### src/hdl/bxiir_pkg.sv
// ----------------------------------------------------------------------------
// bxiir_pkg
// Shared widths, register codes and the result record for the boxcar average
// and shift-based first-order filter.
// ----------------------------------------------------------------------------
package bxiir_pkg;

	// Result and register widths
	localparam int OUT_W      = 13;
	localparam int CFG_W      = 12;
	localparam int CFG_IDX_W  = 1;
	localparam int OFFSET_W   = 12;
	localparam int SHIFT_W    = 4;
	localparam int ACC_W      = 32;
	localparam int FOUT_W     = 16;

	// Output queue sizing
	localparam int OUTQ_DEPTH = 4;
	localparam int OUTQ_PTR_W = 2;
	localparam int OUTQ_CNT_W = 3;

	// Reset value of the filter shift register
	localparam logic [SHIFT_W-1:0] FILTER_SHIFT_RST = 4'd4;

	// Configuration register indexes
	typedef enum logic [CFG_IDX_W-1:0] {
		REG_OFFSET_ADD   = 1'b0,
		REG_FILTER_SHIFT = 1'b1
	} cfg_reg_t;

	// One finished result on its way into the output queue
	typedef struct packed {
		logic             valid;
		logic [OUT_W-1:0] window_average;
		logic [OUT_W-1:0] filtered_value;
	} result_t;

endpackage

### src/hdl/bxiir_outq.sv
// ----------------------------------------------------------------------------
// bxiir_outq
// Small result queue that decouples the filter pipeline from the receiver.
// Space is reserved upstream, so a push always finds a free entry.
// ----------------------------------------------------------------------------
module bxiir_outq
	import bxiir_pkg::*;
(
	input  logic                  clk,
	input  logic                  arst_n,
	input  result_t               push,
	input  logic                  out_ready,
	output logic                  out_valid,
	output logic [OUT_W-1:0]      window_average,
	output logic [OUT_W-1:0]      filtered_value,
	output logic [OUTQ_CNT_W-1:0] count
);

	logic [OUT_W-1:0]      avg_mem  [OUTQ_DEPTH];
	logic [OUT_W-1:0]      filt_mem [OUTQ_DEPTH];
	logic [OUTQ_PTR_W-1:0] head_q;
	logic [OUTQ_PTR_W-1:0] tail_q;
	logic [OUTQ_CNT_W-1:0] count_q;
	logic                  pop;

	assign out_valid = (count_q != '0);
	assign pop       = out_valid && out_ready;

	// Store pushed results
	always_ff @(posedge clk) begin
		if (push.valid) begin
			avg_mem[tail_q]  <= push.window_average;
			filt_mem[tail_q] <= push.filtered_value;
		end
	end

	// Advance pointers and occupancy
	always_ff @(posedge clk or negedge arst_n) begin
		if (!arst_n) begin
			head_q  <= '0;
			tail_q  <= '0;
			count_q <= '0;
		end else begin
			if (push.valid) begin
				tail_q <= tail_q + OUTQ_PTR_W'(1);
			end
			if (pop) begin
				head_q <= head_q + OUTQ_PTR_W'(1);
			end
			case ({push.valid, pop})
				2'b10:   count_q <= count_q + OUTQ_CNT_W'(1);
				2'b01:   count_q <= count_q - OUTQ_CNT_W'(1);
				default: count_q <= count_q;
			endcase
		end
	end

	assign window_average = avg_mem[head_q];
	assign filtered_value = filt_mem[head_q];
	assign count          = count_q;

`ifndef SYNTHESIS
	a_no_overflow: assert property (@(posedge clk) disable iff (!arst_n)
		push.valid |-> (count_q < OUTQ_CNT_W'(OUTQ_DEPTH)))
		else $error("result pushed into a full queue");

	a_pop_drains: assert property (@(posedge clk) disable iff (!arst_n)
		(pop && !push.valid) |=> (count_q == $past(count_q) - OUTQ_CNT_W'(1)))
		else $error("queue occupancy did not drop on a lone pop");

	a_push_shows: assert property (@(posedge clk) disable iff (!arst_n)
		(push.valid && !pop) |=> out_valid)
		else $error("pushed result not offered at the output");
`endif

endmodule
### config.mk
export PLATFORM = sky130hd
export DESIGN_NAME = bxiir_outq
export DESIGN_NICKNAME = d
export VERILOG_FILES = /design/src/hdl/bxiir_pkg.sv /design/src/hdl/bxiir_outq.sv
export SDC_FILE = /design/constraint.sdc
export NUM_CORES = 1
export LEC_CHECK = 0
export ABC_AREA = 1
export BUFFER_PORTS_ARGS = -buffer_cell sky130_fd_sc_hd__buf_2
export CORE_MARGIN = 8
export CORE_UTILIZATION = 45
export DETAILED_ROUTE_END_ITERATION = 16
export GPL_ROUTABILITY_DRIVEN = 0
export HOLD_SLACK_MARGIN = 0.02
export PLACE_DENSITY = 0.61
export SYNTH_ARGS = -nofsm -noshare
export SYNTH_HDL_FRONTEND = slang
export SYNTH_SLANG_ARGS = --single-unit
export TNS_END_PERCENT = 10
### constraint.sdc
create_clock -name clk -period 2.55 [get_ports clk]
set_input_delay 0.765 -clock clk [delete_from_list [all_inputs] [get_ports clk]]
set_output_delay 0.765 -clock clk [all_outputs]
set_load 0.02 [all_outputs]
== Word-level counts from Yosys, hierarchy flattened ==
Memory sizes are Yosys's and may differ from the RTL's.
Index checks and enable logic that the tools add are counted.

* Input bits: 30
* Memory bits (writable): 104
* Memories kept: 2
* Output and inout port bits: 30
* Register bits after elaboration: 7

* Multiplexer cells: 3
* Eq/ne operators: 2
* Add/subtract/negate cells: 4
* Reduce and logical (&&, ||, !) cells: 3

{| class="wikitable"
|+ Memories
! memory !! words !! width !! read ports !! clocked after memory_dff !! write ports !! line !! RTL
|-
| avg_mem || 4 || 13 || 1 || 0 || 1 || bxiir_outq.sv:19 || <nowiki>logic [OUT_W-1:0] avg_mem [OUTQ_DEPTH];</nowiki>
|-
| filt_mem || 4 || 13 || 1 || 0 || 1 || bxiir_outq.sv:20 || <nowiki>logic [OUT_W-1:0] filt_mem [OUTQ_DEPTH];</nowiki>
|}

{| class="wikitable"
|+ Operators with widths
! operator !! count
|-
| $pmux W3 S2 || 1
|-
| $add A2 B1 Y2 const B || 2
|-
| $add A3 B1 Y3 const B || 1
|-
| $reduce_bool A3 Y1 || 1
|-
| $sub A3 B1 Y3 const B || 1
|-
| $eq A2 B1 Y1 const B || 1
|-
| $eq A2 B2 Y1 const B || 1
|-
| $mux W1 || 2
|-
| $reduce_bool A2 Y1 || 1
|-
| $logic_and A1 B1 Y1 || 1
|}

== Depth between registers and ports, before layout ==
Gate-level depths: netlist (run 1).

* Word-level depth: 4
* Depth in mapped cells: 12

== Worst setup path before layout (run 1) ==
OpenSTA, ideal clock, no wires.

* Path kind: input port to flip-flop
* From: input port push[26] in the netlist's numbering
* To: memory avg_mem[0][0], enable pin
* Slack: 574 ps
* Buffers on the path: 1
* Stages: 3
* Required time: 2169 ps
* Data arrival time: 1596 ps
* Library setup time: 381 ps
* Cells stage by stage: clkbuf_1 > nand2_1 > inv_1

* Longest elaborated chain between the ends: 2

{| class="wikitable"
|+ RTL lines
! what !! line !! RTL
|-
| start, declared || bxiir_outq.sv:11 || <nowiki>input result_t push,</nowiki>
|-
| $mux W1 || bxiir_outq.sv:31 || <nowiki>if (push.valid) begin</nowiki>
|-
| $mux W1 (not written as such) || bxiir_outq.sv:32 || <nowiki>avg_mem[tail_q] <= push.window_average;</nowiki>
|-
| end, declared || bxiir_outq.sv:19 ||
|}

Every way passes these cells.

== Final worst setup path (run 1) ==
* From: register head_q[1]
* To: output port window_average[10]

* Longest elaborated chain between the ends: 1

{| class="wikitable"
|+ RTL lines
! what !! line !! RTL
|-
| start, declared || bxiir_outq.sv:21 || <nowiki>logic [OUTQ_PTR_W-1:0] head_q;</nowiki>
|-
| start signal, assigned || bxiir_outq.sv:48 || <nowiki>head_q <= head_q + OUTQ_PTR_W'(1);</nowiki>
|-
| $mem_v2 Z4 W13 || -- ||
|-
| end, declared || bxiir_outq.sv:14 || <nowiki>output logic [OUT_W-1:0] window_average,</nowiki>
|}

Every way passes these cells.

==> out/metrics.sh, run 1 <==
YOSYSWARNINGCOUNT=0
TOTAL_POWER_AFTER_LAYOUT_mW=6.365
FIRST_GLOBAL_VIAS=2823
GRT-OVFL-TOTAL=0
SETUP_VIOL=0
SYN-MEAN-INSTANCE-AREA_UM2=13.58
CELLPOWERDENSITY_nW_PER_UM2=1151
CTS_HTREE_LEVELS=3
WORSTPATHARRIVAL_PS=1690
SYNTHESIS.INSTANCES=359
REMAINING_DRC_ERRORS=0
CP.REQUIRED_PS=1790
CRITICAL_PATH_PEAK_FANOUT=14
POST_ROUTE_CELLS_DRIVE_ABOVE_1_SHARE=0.3387
FINAL-MAX-SLEW-VIOLATION-COUNT=0
CLOCK_SKEW_PS=13.73
MAX_CAP_VIOL_COUNT=0
YOSYS_REGISTER_BITS=111
LAYOUT-AREA-OVERHEAD-VS-SYNTH_PCT=13.40
ROOT_BUFFER='sky130_fd_sc_hd__clkbuf_8'
PERIOD_MINUS_SLACK_PS=2450
FINALSETUPTNS_PS=0
POSTROUTEANTENNANETS=0
FLOORPLAN.DIE_AREA_UM2=14420
NUM_ANTENNA_CELLS=0
GLOBAL_ROUTE_WIRE_LENGTH_BEFORE_REPAIR_UM=14480
WL_UM=8859
DP_WORST_SETUP_SLACK_PS=412.9
PEAKVDDDROP_mV=0.6935
POST_SYNTH_NUM_CELL_TYPES=23
CRITPATHCAPTURETYPE='output pin'
FINAL_MIN_PERIOD_OVER_CLOCK_PERIOD=0.9610
FIN_NETS=462
CLOCK_TREE_FROM_TRITONCTS='yes'
GRT_ANTENNA_BEFORE_REPAIR=0
FMAX_MHz=408.1
ROWS=38
TIMING_WORST_SETUP_PATH_TYPE='reg2out'
TIMING.HOLD.WORST.CLASS='in2async'
CTS.PATH.MAX_BUFFERS=2
POST-ROUTE-UTIL=0.5167
SYN-NUM-NETS=395
GRT_UTIL_ALL_LAYERS=0.1286
DIE_X_UM=120.1
CTS_STAGE_HOLD_BUFFER_COUNT=0
CTS.CLK_SLEW.WORST_PATHS_PS=100
DETAILED_PLACE_HPWL_UM=5831
SYNTH_AREA_UM2=4875
LEAKAGEPOWER_nW=2.347
TIMING.FINAL.WS_SETUP_PS=99.56
DIE_Y_UM=120.1
START_KIND='flip-flop'
TIMING_HOLD_VIOLATIONS_FINAL=0
ROUTEDWLPERCELL_UM=15.51
FLOORPLAN.INITIALDENSITY=0.4557
MAXSLEWHEADROOM=0.7316
POST_SYNTH_MAIN_AREA_CONTRIBUTORS='sky130_fd_sc_hd__edfxtp_1 (64%), sky130_fd_sc_hd__o211ai_2 (13%), sky130_fd_sc_hd__nand2_1 (7.3%)'
DESIGN.CORE.AREA_UM2=10700
YOSYS.AREA.TOP_TYPE='sky130_fd_sc_hd__edfxtp_1'
DRT_ITER0_MARKERS=134
NUMBER_OF_VIAS_PER_CELL_AFTER_DETAILED_ROUTING=4.788
SYNTH_SEQ_AREA_SHARE=0.6766
RSZ0062_AT_GRT='no'
CTS_INSERTED_BUFFERS=9
IOPINCOUNT=60
FIRST_PASS_DETAILED_ROUTE_ITERATION_TOTAL=4
FINISH.INSTANCE_AREA_UM2=5528
CLK_LATENCY_PS=370
ROUTED-VIA-COUNT=2734
SYNTH_LARGEST_TYPE_AREA_FRACTION=0.6407
IO_BUFFER_COUNT=59
CTS_NUM_SINKS=111
MAXIMUM_NUMBER_OF_PINS_ON_ONE_NET_BEFORE_GLOBAL_ROUTE_REPAIR=28
DPL_CELL_AREA_UM2=5313
WORST-SLEW-PIN-TRANSITION_PS=402.6
STATUS='completed'
worst paths after layout:
check	startpoint	to	slack [ps]	depth (start not counted)
hold reg to reg	count[2]	count[2]	510	2
max in group asynchronous	arst_n	head_q[0]	2150	1
hold / removal	arst_n	count[0]	220	1
setup / recovery	head_q[1]	window_average[10]	100	4
setup reg to reg	count[1]	count[2]	750	11
min in group clk	count[2]	count[2]	510	2
Yosys cell counts:
library cell / number
sky130_fd_sc_hd__edfxtp_1: 104
sky130_fd_sc_hd__clkinv_1: 1
sky130_fd_sc_hd__ha_1: 5
sky130_fd_sc_hd__inv_2: 6
sky130_fd_sc_hd__xor2_1: 1
sky130_fd_sc_hd__nand4_1: 1
sky130_fd_sc_hd__o211ai_2: 49
sky130_fd_sc_hd__xnor2_1: 1
sky130_fd_sc_hd__dfrtp_1: 7
sky130_fd_sc_hd__buf_12: 4
sky130_fd_sc_hd__o21ai_1: 1
sky130_fd_sc_hd__nand2_1: 95
sky130_fd_sc_hd__buf_6: 2
sky130_fd_sc_hd__o211ai_1: 3
sky130_fd_sc_hd__o21ai_0: 1
sky130_fd_sc_hd__buf_2: 5
sky130_fd_sc_hd__buf_8: 2
sky130_fd_sc_hd__buf_4: 3
sky130_fd_sc_hd__clkbuf_1: 1
sky130_fd_sc_hd__fa_1: 1
sky130_fd_sc_hd__inv_1: 61
sky130_fd_sc_hd__nand3_1: 4
sky130_fd_sc_hd__inv_6: 1
layer usage:
metal  vias up  GRT usage  routed length [um]
li1       1355          -                   -
met1      1310     0.1647                4159
met2        59     0.2050                4139
met3        10    0.03241                 437
met4         0    0.05230                 123
met5         -          0                   0
cell usage in the layout (no fill, tap or decap):
| master | count |
|---|---|
| sky130_fd_sc_hd__clkinv_4 | 1 |
| sky130_fd_sc_hd__dfrtp_2 | 2 |
| sky130_fd_sc_hd__xnor2_1 | 1 |
| sky130_fd_sc_hd__inv_6 | 1 |
| sky130_fd_sc_hd__clkbuf_8 | 9 |
| sky130_fd_sc_hd__buf_2 | 59 |
| sky130_fd_sc_hd__buf_4 | 9 |
| sky130_fd_sc_hd__clkinv_1 | 2 |
| sky130_fd_sc_hd__dfrtp_1 | 5 |
| sky130_fd_sc_hd__fa_1 | 1 |
| sky130_fd_sc_hd__o21ai_1 | 1 |
| sky130_fd_sc_hd__xor2_1 | 1 |
| sky130_fd_sc_hd__inv_8 | 3 |
| sky130_fd_sc_hd__bufinv_16 | 1 |
| sky130_fd_sc_hd__edfxtp_1 | 104 |
| sky130_fd_sc_hd__nand2_1 | 95 |
| sky130_fd_sc_hd__nand3_1 | 4 |
| sky130_fd_sc_hd__nand4_1 | 1 |
| sky130_fd_sc_hd__inv_1 | 61 |
| sky130_fd_sc_hd__buf_12 | 4 |
| sky130_fd_sc_hd__clkinv_2 | 1 |
| sky130_fd_sc_hd__o211ai_1 | 3 |
| sky130_fd_sc_hd__o21ai_0 | 1 |
| sky130_fd_sc_hd__clkinvlp_4 | 2 |
| sky130_fd_sc_hd__inv_2 | 5 |
| sky130_fd_sc_hd__o211ai_2 | 49 |
| sky130_fd_sc_hd__ha_1 | 5 |
cell type report:
cell class	instances	area (um2)
timing repair inverter	1	5.005
fill	920	5170
multi-input combinational	162	1129
inverter	69	271.5
clock inverter	7	80.08
sequential	111	3301
tap	140	175.2
clock buffer	9	123.9
timing repair buffer	72	442.9
state kept, by name, indices dropped and copies added (netlist names):
name / cells
tail_q: 2
avg_mem: 52
count: 3
head_q: 2
filt_mem: 52
repair_timing:
item / CTS / global route
buffers inserted: 0 / 0
setup endpoints to repair: 1 / 6
pin swaps: 0 / 0
cloned: 0 / 1
gates resized for setup: 1 / 3
per-stage QoR:
stage / cells / hold slack (ps)
after CTS: 570 / 200.1
after global routing: 571 / 199.8
after detailed placement: 554 / 493.1
after global placement: 554 / 480.7
final: 571 / 215.8
after floorplan: 359 / 469.4
cells by family (layout without fill, tap and decap cells):
group / count (synthesis) / in the layout / share of synthesized area
flip-flops: 111 / 111 / 0.6766
buffers and inverters: 86 / 158 / 0.09189
AO/OA/AOI/OAI: 54 / 54 / 0.1324
XOR/XNOR: 2 / 2 / 0.003594
AND/OR/NAND/NOR: 100 / 100 / 0.07854
adder cells (fa/ha/maj): 6 / 6 / 0.01694
worst max-delay path: stages (launching register included):
cell	delay, ps
sky130_fd_sc_hd__dfrtp_2	570
sky130_fd_sc_hd__buf_4	340
sky130_fd_sc_hd__o211ai_2	130
sky130_fd_sc_hd__nand2_1	100
sky130_fd_sc_hd__buf_2	170
power breakdown:
| part | internal (mW) | leakage (nW) | switching [mW] |
|---|---|---|---|
| clock network | 0.468 | 0.0973 | 0.602 |
| logic | 0.928 | 1.21 | 1.79 |
| registers | 2.40 | 1.04 | 0.178 |
| total | 3.79 | 2.35 | 2.57 |
Power figures use the tool's default switching activity.
==> run 2: changes to the inputs <==
- REMOVE_ABC_BUFFERS: not set -> 1
==> run 2 against run 1 <==
First-iteration DRC count down 31%. Clock power up 16%. Flip-flop and latch count unchanged. Via count down 1.2%. Global-route usage up 0.081 points. Critical endpoint is now window_average[7]. Largest cell class unchanged.
==> out/metrics.sh, run 2 (synthesized netlist as in run 1, its figures left out) <==
CRITICAL-PATH-MAX-STAGE-DELAY_PS=450  # -120 ps
START_KIND='flip-flop'
GRT-OVFL-TOTAL=0  # unchanged
DPL_CELL_AREA_UM2=5313  # unchanged
CTS_INSERTED_BUFFERS=9  # unchanged
ROUTEDWLPERCELL_UM=15.65  # +0.87%
CRITPATHCAPTURETYPE='output pin'
GLOBAL_ROUTE_WIRE_LENGTH_BEFORE_REPAIR_UM=14460  # -0.14%
FINAL-MAX-SLEW-VIOLATION-COUNT=0  # unchanged
LAYOUT_COMMON_CELLS='sky130_fd_sc_hd__edfxtp_1 (104), sky130_fd_sc_hd__nand2_1 (95), sky130_fd_sc_hd__inv_1 (61), sky130_fd_sc_hd__buf_2 (59), sky130_fd_sc_hd__o211ai_2 (49)'
WORSTPATHARRIVAL_PS=1660  # -30 ps
PEAKVDDDROP_mV=0.7572  # +9.2%
CTS_NUM_SINKS=111  # unchanged
LEAKAGEPOWER_nW=2.362  # +0.65%
CLOCK_TREE_FROM_TRITONCTS='yes'
CTS_POST_SETUP_BUFFERS_INSERTED=0  # unchanged
WORST-SLEW-PIN-TRANSITION_PS=385.5  # -17.12 ps
DIE_X_UM=120.1  # unchanged
MAXIMUM_NUMBER_OF_PINS_ON_ONE_NET_BEFORE_GLOBAL_ROUTE_REPAIR=36  # +29%
CRITICAL_PATH_PEAK_FANOUT=35  # +21
FINISH.INSTANCE_AREA_UM2=5570  # +0.77%
POST_ROUTE_CELLS_DRIVE_ABOVE_1_SHARE=0.3372  # -0.001538
WORST_PATH_MAX_DELAY_CELL='sky130_fd_sc_hd__dfrtp_1'
TIMING.HOLD.WORST.CLASS='in2async'
STATUS='completed'
MAXSLEWHEADROOM=0.7427  # +0.01113
IOPINCOUNT=60  # unchanged
ROWS=38  # unchanged
CTS.PATH.MAX_BUFFERS=2  # unchanged
FIRST_PASS_DETAILED_ROUTE_ITERATION_TOTAL=4  # unchanged
WL_UM=8936  # +0.87%
ROOT_BUFFER='sky130_fd_sc_hd__clkbuf_8'
FMAX_MHz=412.0  # +0.96%
DIE_Y_UM=120.1  # unchanged
CTS.CLK_SLEW.WORST_PATHS_PS=100  # about the same
ROUTED-VIA-COUNT=2702  # -1.2%
POST-ROUTE-UTIL=0.5207  # +0.003977
CELLPOWERDENSITY_nW_PER_UM2=1171  # +1.7%
DRT_ITER0_MARKERS=92  # -31%
CLK_LATENCY_PS=360  # about the same
GRT_UTIL_ALL_LAYERS=0.1294  # +0.0008075
GRT_ANTENNA_BEFORE_REPAIR=1  # +1
CRIT_PATH_CELL_TRACE='inv_6, buf_16, nand2_1, o211ai_2, nand2_1, buf_2'
SETUP_VIOL=0  # unchanged
MAX_CAP_VIOL_COUNT=0  # unchanged
FLOORPLAN.DIE_AREA_UM2=14420  # unchanged
REMAINING_DRC_ERRORS=0  # unchanged
NUM-FILL-CELLS=922  # +0.22%
RSZ0062_AT_GRT='no'
POSTROUTEANTENNANETS=0  # unchanged
DPL.CELL_COUNT=554  # unchanged
FLOORPLAN.INITIALDENSITY=0.4557  # unchanged
CP.REQUIRED_PS=1790  # about the same
DESIGN.CORE.AREA_UM2=10700  # unchanged
NUMBER_OF_VIAS_PER_CELL_AFTER_DETAILED_ROUTING=4.732  # -1.2%
WORST_HOLD_SLACK_PS=225.2  # +9.338 ps
FINAL_MIN_PERIOD_OVER_CLOCK_PERIOD=0.9519  # -0.009101
PERIOD_MINUS_SLACK_PS=2427  # -23.21 ps
CRITICAL_PATH.TOP_DELAY_FAMILY='buffers and inverters'
CRITICAL_PATH.N_BUFFERS_INVERTERS=3  # +1
MOSTFREQUENTLAYOUTCELL='sky130_fd_sc_hd__edfxtp_1'
WORST_PATH_MOST_REPEATED_CELL='sky130_fd_sc_hd__nand2_1'
LAYOUT-AREA-OVERHEAD-VS-SYNTH_PCT=14.27
CLOCK_SKEW_PS=4.502  # -9.231 ps
FIRST_GLOBAL_VIAS=2757  # -2.3%
TIMING_HOLD_VIOLATIONS_FINAL=0  # unchanged
TIMING_WORST_SETUP_PATH_TYPE='reg2out'
CTS_HTREE_LEVELS=3  # unchanged
FIN_NETS=461  # -0.22%
IO_BUFFER_COUNT=59  # unchanged
STARTPOINT='head_q[0]'
FINAL-INSTANCE-COUNT-EXCL-FILL=571  # unchanged
WORST_R2R_STARTPOINT='count[2]'
DETAILED_PLACE_HPWL_UM=5880  # +0.84%
==> run 2: stage by stage <==
step | worst slack (ps) | setup TNS (ps) | total power [mW]
detailed placement | 479.7 | 0 | 5.381
finish | 122.8 | 0 | 6.525
floorplan | -194.5 | -4959 | 4.363
global placement | 492.9 | 0 | 5.324
CTS | 48.96 | 0 | 6.620
global route | 4.227 | 0 | 6.941
==> run 2: cell type report <==
cell class	instances	area (um2)	area share
Clock inverter	7	121.4	0.02179
Antenna cell	1	2.502	0.0004492
Inverter	69	269.0	0.04829
Multi-Input combinational cell	162	1129	0.2026
Tap cell	140	175.2	0.03145
Timing Repair Buffer	72	450.4	0.08086
Clock buffer	9	123.9	0.02224
Sequential cell	111	3299	0.5923
==> run 2: where the power goes <==
group	switching [mW]	internal, mW	leakage (nW)
Combinational	1.82	0.932	1.21
Clock	0.586	0.653	0.112
Sequential	0.143	2.39	1.04
==> run 2: worst paths after layout <==
path                       cells after the start  slack [ps]           endpoint
max                                            6         120  window_average[7]
min                                            1         230          tail_q[0]
max reg2reg                                   11         680           count[2]
min reg2reg                                    1         520           count[0]
max in group asynchronous                      1        2130          head_q[1]
min in group clk                               1         520           count[0]
==> run 2: metal layers <==
layer  track usage  wire [um]
met3       0.03382        464
met5             0          0
met1        0.1659       4101
met4       0.05855        132
met2        0.2026       4237
==> run 2: timing repair <==
| action | in CTS | in global routing |
|---|---|---|
| endpoints found under the setup margin | 0 | 7 |
| gates resized for setup | 0 | 2 |
| endpoints found under the hold margin | 0 | 0 |
| hold buffers | 0 | 0 |
==> run 3: changes to the inputs <==
- BUFFER_PORTS_ARGS: -buffer_cell sky130_fd_sc_hd__buf_2 -> -buffer_cell sky130_fd_sc_hd__buf_4
==> run 3 against run 2 <==
Critical endpoint is now window_average[12]. Power fell by 1.6%. Cell count down 0.35%. Count of clock-buffer cells in the layout stayed put. Via count rose by 1.2%. Global-route usage down 0.14 points. Largest power group unchanged. Die area did not move. Sequential power about the same. Core utilization grew 0.51 points.
==> out/metrics.sh, run 3 (synthesized netlist as in run 1, its figures left out) <==
RSZ0062_AT_GRT='no'
STATUS='completed'
LEAKAGEPOWER_nW=2.373  # +0.43%
POWER.SHARE.SWITCHING=0.3987  # +0.008691
FIRST_PASS_DETAILED_ROUTE_ITERATION_TOTAL=5  # +1
PERIOD_MINUS_SLACK_PS=2389  # -38.24 ps
LAYOUT-AREA-OVERHEAD-VS-SYNTH_PCT=15.40
LAYOUT_COMMON_CELLS='sky130_fd_sc_hd__edfxtp_1 (104), sky130_fd_sc_hd__nand2_1 (95), sky130_fd_sc_hd__buf_4 (66), sky130_fd_sc_hd__inv_1 (61), sky130_fd_sc_hd__o211ai_2 (49)'
CELL_INTERNAL_PWR_mW=3.860  # -3.0%
DRT_ITER0_MARKERS=88  # -4.3%
CRITICAL_PATH_PEAK_FANOUT=33  # -5.7%
CLOCK_SKEW_PS=6.534  # +2.032 ps
SHARE_CLK_OF_TOTAL_POWER=0.148  # -0.042
DETAILED_PLACE_HPWL_UM=5887  # +0.11%
COMBPWRFRAC=0.452  # +0.031
CELLPOWERDENSITY_nW_PER_UM2=1141  # -2.6%
FMAX_MHz=418.6  # +1.6%
FIN_NETS=460  # -0.22%
CTS_HTREE_LEVELS=3  # unchanged
FINISH.INSTANCE_AREA_UM2=5625  # +0.99%
ROUTEDWLPERCELL_UM=15.70  # +0.30%
POWER.SHARE.SEQUENTIAL=0.400  # +0.011
TIMING_HOLD_VIOLATIONS_FINAL=0  # unchanged
SETUP_VIOL=0  # unchanged
ROOT_BUFFER='sky130_fd_sc_hd__clkbuf_8'
CRITICAL-PATH-MAX-STAGE-DELAY_PS=450  # about the same
GRT_UTIL_ALL_LAYERS=0.1280  # -0.001437
POSTROUTEANTENNANETS=0  # unchanged
TIMING.FINAL.WS_SETUP_PS=161.0  # +38.24 ps
REG2REG_DEPTH=11  # unchanged
FIRST_GLOBAL_VIAS=2839  # +3.0%
START_KIND='flip-flop'
ROWS=38  # unchanged
TIMING.HOLD.WORST.CLASS='in2async'
MOSTFREQUENTLAYOUTCELL='sky130_fd_sc_hd__edfxtp_1'
GRT-OVFL-TOTAL=0  # unchanged
CTS_NUM_SINKS=111  # unchanged
GRT_ANTENNA_BEFORE_REPAIR=0  # -1
WORST-SLEW-PIN-TRANSITION_PS=438.4  # +52.89 ps
DIE_X_UM=120.1  # unchanged
CTS.CLK_SLEW.WORST_PATHS_PS=100  # about the same
MAXIMUM_NUMBER_OF_PINS_ON_ONE_NET_BEFORE_GLOBAL_ROUTE_REPAIR=34  # -5.6%
CTS_INSERTED_BUFFERS=9  # unchanged
TIMING_WORST_SETUP_PATH_TYPE='reg2out'
FINAL_MIN_PERIOD_OVER_CLOCK_PERIOD=0.9369  # -0.01499
NUMBER_OF_VIAS_PER_CELL_AFTER_DETAILED_ROUTING=4.807  # +1.6%
DPL_CELL_AREA_UM2=5445  # +2.5%
POWER.SWITCHING_mW=2.559  # +0.58%
DESIGN.CORE.AREA_UM2=10700  # unchanged
ROUTED-VIA-COUNT=2735  # +1.2%
GLOBAL_ROUTE_WIRE_LENGTH_BEFORE_REPAIR_UM=14530  # +0.48%
IOPINCOUNT=60  # unchanged
REMAINING_DRC_ERRORS=0  # unchanged
REG2REG_TO='count[2]'
FLOORPLAN.DIE_AREA_UM2=14420  # unchanged
WORST_R2R_STARTPOINT='count[0]'
WORSTPATHARRIVAL_PS=1620  # -40 ps
DP_WORST_SETUP_SLACK_PS=431.4  # -48.28 ps
FLOORPLAN.INITIALDENSITY=0.4557  # unchanged
MAX_CAP_VIOL_COUNT=0  # unchanged
WL_UM=8931  # about the same
CRITICAL_PATH.N_BUFFERS_INVERTERS=3  # unchanged
POST-ROUTE-UTIL=0.5258  # +0.005146
MAXSLEWHEADROOM=0.7074  # -0.03530
NUM_ANTENNA_CELLS=0  # -1
WORST_PATH_MAX_DELAY_CELL='sky130_fd_sc_hd__dfrtp_2'
CLOCK_TREE_FROM_TRITONCTS='yes'
CTS_STAGE_HOLD_BUFFER_COUNT=0  # unchanged
PEAKVDDDROP_mV=0.6459  # -15%
IO_BUFFER_COUNT=59  # unchanged
DIE_Y_UM=120.1  # unchanged
TOTAL_POWER_AFTER_LAYOUT_mW=6.419  # -1.6%
CRIT_PATH_CELL_TRACE='clkinv_4, buf_12, o211ai_1, nand2_1, buf_4'
POST_ROUTE_CELLS_DRIVE_ABOVE_1_SHARE=0.3333  # -0.003876
CRITPATHCAPTURETYPE='output pin'
REG2REG_SETUP_SLACK_PS=670  # about the same
CLK_LATENCY_PS=360  # about the same
CTS.PATH.MAX_BUFFERS=2  # unchanged
CRITICAL_PATH.TOP_DELAY_FAMILY='buffers and inverters'
FINAL-MAX-SLEW-VIOLATION-COUNT=0  # unchanged
CP.REQUIRED_PS=1790  # about the same
## run 3: changes by cell type in the layout (fill, tap and decap cells not counted)
| cell | before | now |
|---|---|---|
| sky130_fd_sc_hd__buf_2 | 59 | 0 |
| sky130_fd_sc_hd__diode_2 | 1 | 0 |
| sky130_fd_sc_hd__inv_8 | 0 | 1 |
| sky130_fd_sc_hd__buf_16 | 1 | 0 |
| sky130_fd_sc_hd__buf_12 | 3 | 4 |
| sky130_fd_sc_hd__dfrtp_1 | 6 | 5 |
| sky130_fd_sc_hd__clkinv_1 | 1 | 3 |
| sky130_fd_sc_hd__buf_4 | 9 | 66 |
| sky130_fd_sc_hd__dfrtp_2 | 1 | 2 |
| sky130_fd_sc_hd__bufinv_16 | 3 | 0 |
| sky130_fd_sc_hd__clkinv_2 | 0 | 2 |
| sky130_fd_sc_hd__clkinvlp_4 | 3 | 2 |
## run 3: worst max-delay path by stage
stage | cells after the start | from | to | slack [ps]
2_1_floorplan | 4 | head_q[0] | filtered_value[11] | -190
3_3_place_gp | 6 | head_q[0] | window_average[12] | 450
3_5_place_dp | 6 | head_q[0] | filtered_value[2] | 430
4_1_cts | 6 | head_q[0] | filtered_value[2] | 30
5_1_grt | 4 | head_q[1] | window_average[5] | 60
6_report | 5 | head_q[0] | window_average[12] | 160
## run 3: timing repair
item / in CTS / in global routing
buffers inserted: 0 / 0
hold endpoints to repair: 0 / 0
setup endpoints to repair: 0 / 15
gates resized for setup: 0 / 3
## run 3: power groups by stage
stage / clock (mW) / sequential, mW / combinational (mW)
after floorplan: 0 / 2.65 / 1.71
after global placement: 0 / 2.59 / 2.93
after detailed placement: 0 / 2.60 / 2.97
after CTS: 0.970 / 2.56 / 2.98
after global routing: 1.04 / 2.60 / 3.21
final: 0.950 / 2.57 / 2.90
## run 3: per-stage QoR
step / hold slack, ps / cells / TNS [ps]
after detailed placement: 508.5 / 552 / 0
final: 204.4 / 569 / 0
after global placement: 499.1 / 552 / 0
after global routing: 186.6 / 569 / 0
after floorplan: 469.4 / 342 / -4959
after CTS: 194.1 / 568 / 0
## run 3: final cells by class
type	instances	area, um2
multi-input combinational	162	1129
fill	949	5072
clock inverter	7	47.55
timing repair inverter	1	5.005
clock buffer	9	123.9
inverter	69	269.0
tap	140	175.2
timing repair buffer	70	575.6
sequential	111	3301
## run 3: per-layer routing
metal,part of all wire,track usage,vias up
li1,-,-,1354
met1,0.47,0.1659,1326
met2,0.47,0.2096,48
met3,0.047,0.03335,7
met4,0.0085,0.03279,0
met5,0,0,-
